--- config.mk ---
export PLATFORM = sky130hd
export DESIGN_NAME = tccw_sweep
export DESIGN_NICKNAME = d
export VERILOG_FILES = /design/src/sv/tccw_pkg.sv /design/src/sv/tccw_sweep.sv
export SDC_FILE = /design/constraint.sdc
export NUM_CORES = 1
export LEC_CHECK = 0
export BUFFER_PORTS_ARGS = -buffer_cell sky130_fd_sc_hd__buf_2
export CORE_AREA = 3 3 52 54
export DETAILED_ROUTE_END_ITERATION = 8
export DIE_AREA = 0 0 55 57
export GPL_ROUTABILITY_DRIVEN = 1
export HOLD_SLACK_MARGIN = 0.12
export PLACE_DENSITY = 0.79
export SYNTH_ARGS = -nofsm -noshare
export SYNTH_HDL_FRONTEND = slang
export SYNTH_SLANG_ARGS = --single-unit
--- constraint.sdc ---
create_clock -name clk_i -period 3 [get_ports clk_i]
set_clock_uncertainty 0.15 [all_clocks]
set_input_delay 0.15 -clock clk_i [delete_from_list [all_inputs] [get_ports clk_i]]
set_output_delay 0.15 -clock clk_i [all_outputs]
set_load 0.05 [all_outputs]
--- src/sv/tccw_pkg.sv ---
// Shared types, constants and helpers of the text console cell writer.
package tccw_pkg;

  localparam int ROWS       = 25;
  localparam int COLUMNS    = 80;
  localparam int CELL_COUNT = ROWS * COLUMNS;
  localparam int ROW_W      = 5;
  localparam int COL_W      = 7;
  localparam int CELL_W     = 16;
  localparam int ADDR_W     = $clog2(CELL_COUNT);
  localparam int CNT_W      = $clog2(CELL_COUNT + 1);
  localparam int CFG_IDX_W  = 2;
  localparam int CFG_DATA_W = 8;

  localparam logic [7:0] NEWLINE_CODE = 8'd10;

  typedef enum logic [1:0] {
    OP_PUT   = 2'd0,
    OP_CLEAR = 2'd1,
    OP_SET   = 2'd2,
    OP_READ  = 2'd3
  } op_e;

  typedef enum logic [CFG_IDX_W-1:0] {
    CFG_FG_COLOR   = 2'd0,
    CFG_BG_COLOR   = 2'd1,
    CFG_BLANK_CHAR = 2'd2
  } cfg_idx_e;

  typedef struct packed {
    op_e              op;
    logic [7:0]       char_code;
    logic [ROW_W-1:0] row;
    logic [COL_W-1:0] column;
  } in_t;

  typedef struct packed {
    logic [ROW_W-1:0] cursor_row;
    logic [COL_W-1:0] cursor_column;
    logic [7:0]       cell_char;
    logic [7:0]       cell_attr;
  } out_t;

  // Control of the sweep counter: load a new range, or step through it.
  typedef struct packed {
    logic             load;
    logic             step;
    logic [CNT_W-1:0] start;
    logic [CNT_W-1:0] last;
  } sweep_ctrl_t;

  function automatic logic [ADDR_W-1:0] cell_addr(input logic [ROW_W-1:0] row,
                                                  input logic [COL_W-1:0] col);
    logic [ADDR_W-1:0] base;
    base = ADDR_W'(row) * ADDR_W'(COLUMNS);
    return base + ADDR_W'(col);
  endfunction

endpackage

--- src/sv/tccw_sweep.sv ---
// Shared address counter that walks a range of cells for the power-on pass, clear and scroll.
module tccw_sweep (
  input  logic                        clk_i,
  input  logic                        rst_ni,
  input  tccw_pkg::sweep_ctrl_t       ctrl_i,
  output logic [tccw_pkg::CNT_W-1:0]  cnt_o,
  output logic                        at_end_o
);
  import tccw_pkg::*;

  logic [CNT_W-1:0] cnt_q, cnt_d;
  logic [CNT_W-1:0] last_q, last_d;

  // After reset the counter is set up for the power-on clearing pass.
  always_comb begin
    cnt_d  = cnt_q;
    last_d = last_q;
    if (ctrl_i.load) begin
      cnt_d  = ctrl_i.start;
      last_d = ctrl_i.last;
    end else if (ctrl_i.step) begin
      cnt_d = cnt_q + CNT_W'(1);
    end
  end

  always_ff @(posedge clk_i or negedge rst_ni) begin
    if (!rst_ni) begin
      cnt_q  <= '0;
      last_q <= CNT_W'(CELL_COUNT - 1);
    end else begin
      cnt_q  <= cnt_d;
      last_q <= last_d;
    end
  end

  assign cnt_o    = cnt_q;
  assign at_end_o = (cnt_q == last_q);

endmodule
==> Yosys cells after proc, flatten, opt, wreduce, memory -nomap -nowiden <==
Cells that the tools add are included.
{ "word_totals": {"regBits": 22, "in_bits": 26, "output_inout_bits": 12, "word_cells": 7} }
{ "classes": {"n_addsub": 1, "eq_ne": 1, "muxes": 2, "reduce_logical": 1} }
{ "op_table": {"columns": ["cell", "n"], "rows": [
  ["11-bit 2-to-1 mux", 2],
  ["11-bit by 1-bit adder with 11-bit output (second input constant)", 1],
  ["11-bit == test", 1],
  ["2-bit nonzero test", 1]
]} }

==> Longest topological paths before layout <==
{ "depth": {"word_depth": 3, "mapped_depth": 4, "mapped_depth_nobuf": 4} }

==> Worst setup path after synthesis <==
OpenSTA, ideal clock, no wires.
{ "synth_timing": {"path_type": "register -> output", "startpoint": "register cnt_q[3] (netlist: cnt_o[3])", "endpoint": "output at_end_o", "arrival_ps": 2173, "required_time_ps": 2700, "path_slack_ps": 527, "stages_incl_launch_ff": 5, "path_buffers": 1, "cell_sequence": "dfrtp_1 buf_2 xnor2_1 nand3_1 nor3_1"} }
{ "synth_via": {"elab_chain_cells": 1} }
{ "synth_lines": {"columns": ["item", "line", "rtl"], "rows": [
  ["start, declared", "tccw_sweep.sv:11", "logic [CNT_W-1:0] cnt_q, cnt_d;"],
  ["start signal, assigned", "tccw_sweep.sv:31", "cnt_q <= cnt_d;"],
  ["11-bit == test", "tccw_sweep.sv:37", "assign at_end_o = (cnt_q == last_q);"],
  ["end, declared", "tccw_sweep.sv:7", "output logic at_end_o"]
]} }
No other way between the ends.

==> Worst setup path in the final report <==
{ "layout_timing": {"startpoint": "register cnt_q[5] (netlist: cnt_o[5])", "endpoint": "output at_end_o"} }
The elaborated chain is that of the path after synthesis.

==> results_dict.tcl <==
set metrics [dict create \
    status "complete, no violations" \
    cp_data_required_time_ns 2.70 \
    syn_avg_cell_area_sq_um 11.0 \
    r2r_cells 4 \
    synth_warnings 0 \
    synthDistinctLibCells 29 \
    die-area_sq_um 3140 \
    r2r_end "cnt_o[1]" \
    synth_cells 107 \
    synth_top_family_by_area "simple AND/OR/NAND/NOR gates" \
    ant_nets 0 \
    finalSetupTns_ns 0 \
    die_w_um 55 \
    slew_violations 0 \
    vdd_drop_max_uv 292 \
    finalSetupViolCount 0 \
    start_util_pct 52.1 \
    min_period_ns 1.91 \
    fp-row-count 17 \
    worstSetupPathType "reg -> out" \
    synth_xor_area_share_pct 11.2 \
    p_per_area_nw_per_um2 466 \
    synthTopCellsByCount "dfrtp_1 (13), xnor2_1 (12), mux2_2 (11), nand2_1 (10), dfstp_2 (9)" \
    grtUsageTotal_pct 18.5 \
    htree_levels 1 \
    diodes 0 \
    synth.most_common_cell "dfrtp_1" \
    yosysSeqAreaShare_pct 47.8 \
    grt_setup_unrepaired "false" \
    syn_nets 134 \
    yosysTopAreaCell "dfrtp_1" \
    antenna_found_initial 0 \
    synth-compound-area-share_pct 8.52 \
    insertion_delay_ns 0.32 \
    grt_max_degree 32 \
    wl_mm 2.68 \
    synth_seq_cells 22 \
    synth_edf_count 0 \
    io_pins 38 \
    firstDrtPassIters 4 \
    synthAdderAreaFrac_pct 1.06 \
    cap_viol_max_count 0 \
    clockRootBuffer "clkbuf_4" \
    grt_pass1_vias 985 \
    synth-async-reset-ratio_pct 100 \
    drive_above_1_share_pct 38.3 \
    grt_pass1_wl_mm 4.28 \
    final.period_utilization_pct 63.6 \
    final_util_pct 73.3 \
    worst-r2r-setup-slack_ns 1.16 \
    drtIter0Drc 23 \
    synth.area.top_cells "dfrtp_1 (28%), dfstp_2 (20%), mux2_2 (11%)" \
    hold_viol_final 0 \
    drc 0 \
    cts_tree "built" \
    startpoint "cnt_o[5]" \
    end_kind "primary output" \
    tritoncts.num_buffers 3 \
    nFillCells 181 \
    worstPathMaxFanout 5 \
    yosys.area_share.simple_pct 16.9 \
    tightestPinTransition_ns 0.542 \
    yosysTopAreaCellShare_pct 27.7 \
    multiInputGateArea_sq_um 577 \
    fmax_ghz 0.524 \
    cts.clk_slew.worst_paths_ns 0.13 \
    cts_buffer_depth 2 \
    port_buffers 37 \
    cts_sinks 22 \
    synthToLayoutAreaGrowth_pct 40.7 \
    dp_hpwl_mm 1.89 \
    gp_congestion 0.802 \
    reg2reg_from "cnt_o[0]" \
    post_cts_buffers 0 \
    synthFlopType "dfrtp_1" \
    synth_mux_area_share_pct 11.4 \
    hold_class "in -> async" \
    num_vias 1032 \
    p_leak_nw 0.701 \
    fp.dieH_um 57 \
    netlist_area_sq_um 1170 \
    regArea_sq_um 562 \
    worstPathArrival_ns 1.61 \
    layout.nets 195 \
    routed_via_density 5.29 \
    grt_overflow 0 \
    slew_headroom_pct 63.9 \
    wl_per_cell_um 13.7 \
    endpoint "at_end_o" \
    cp-start-kind "flip-flop" \
    coreArea_sq_um 2250 \
]
[kinds of logic (layout without fill, tap and decap cells)]
family	after synthesis	after routing
compound gates	15	15
fa+ha+maj	1	1
flops	22	22
mux	12	12
simple gates	34	34
buf+inv	8	68
xor+xnor	15	15
[cell usage in the layout (no fill, tap or decap)]
| cell type | netlist | layout |
|---|---|---|
| a221o_1 | 1 | 1 |
| a22oi_1 | 1 | 1 |
| a31oi_1 | 2 | 2 |
| buf_2 | 4 | 37 |
| clkbuf_4 | 0 | 3 |
| clkbuf_8 | 0 | 1 |
| dfrtp_1 | 13 | 13 |
| dfstp_2 | 9 | 9 |
| dlygate4sd3_1 | 0 | 25 |
| ha_1 | 1 | 1 |
| inv_1 | 2 | 2 |
| mux2_2 | 11 | 11 |
| mux2i_1 | 1 | 1 |
| nand2_1 | 10 | 10 |
| nand3_1 | 5 | 5 |
| nand3_2 | 1 | 1 |
| nand3_4 | 1 | 1 |
| nand4_1 | 4 | 4 |
| nand4_2 | 1 | 1 |
| nor2_1 | 4 | 4 |
| nor2b_1 | 1 | 1 |
| nor3_1 | 2 | 2 |
| o211ai_1 | 2 | 2 |
| o21ai_0 | 6 | 6 |
| o311a_1 | 1 | 1 |
| o31ai_1 | 2 | 2 |
| or4_1 | 4 | 4 |
| or4b_1 | 1 | 1 |
| xnor2_1 | 12 | 12 |
| xor2_1 | 3 | 3 |
[final cells by class]
| class | instances | share of cell area (%) |
|---|---|---|
| Sequential cell | 22 | 34.0 |
| Inverter | 2 | 0.454 |
| Timing Repair Buffer | 62 | 26.3 |
| Multi-Input combinational cell | 77 | 34.9 |
| Clock buffer | 4 | 2.20 |
| Tap cell | 28 | 2.12 |
[worst max-delay path, cell delays in order (launching register included)]
cell and delay, ns:
dfrtp_1 0.49, xnor2_1 0.22, nand4_1 0.10, nor3_1 0.18
buf_2 0.29
[worst min-delay path by stage]
stage	start	end	slack, ns	cells after the start
6_report	rst_ni	cnt_o[6]	0.16	2
2_1_floorplan	rst_ni	cnt_o[0]	-0.30	0
3_3_place_gp	rst_ni	cnt_o[3]	-0.02	1
3_5_place_dp	rst_ni	cnt_o[6]	-0.01	1
4_1_cts	ctrl_i[23]	cnt_o[3]	0.16	3
5_1_grt	ctrl_i[22]	cnt_o[10]	0.18	4
[flip-flops by register name, indices dropped and copies added, names as in the netlist]
register	cells
cnt_o	11
last_q	11
[per-stage QoR]
| step | hold WS [ns] | power (W) | cell area (sq um) | setup slack, ns | std cells |
|---|---|---|---|---|---|
| 4_1_cts | 0.162 | 0.000773 | 1650 | 1.07 | 195 |
| 2_1_floorplan | -0.296 | 0.000521 | 1170 | 0.527 | 107 |
| 3_5_place_dp | -0.0116 | 0.000580 | 1370 | 1.33 | 166 |
| 5_1_grt | 0.179 | 0.000811 | 1650 | 0.990 | 195 |
| 3_3_place_gp | -0.0234 | 0.000573 | 1370 | 1.37 | 166 |
| 6_report | 0.158 | 0.000771 | 1650 | 1.09 | 195 |
[where the power goes]
part           switching [W]  total, W  internal, W
logic               0.000121  0.000221     0.000100
registers          0.0000435  0.000380     0.000337
clock network      0.0000951  0.000169    0.0000742
total               0.000260  0.000771     0.000511
[repair_timing]
item | CTS | global route
hold buffers | 25 | 0
hold endpoints to repair | 44 | 0
resized for setup | 0 | 0
[routing by layer]
metal / share of wire (%) / global-route usage [%]
met1: 44 / 23.4
met2: 50 / 30.9
met3: 4.6 / 3.66
met4: 1.1 / 6.25
met5: 0 / 0
(Power assumes the default switching activity.)
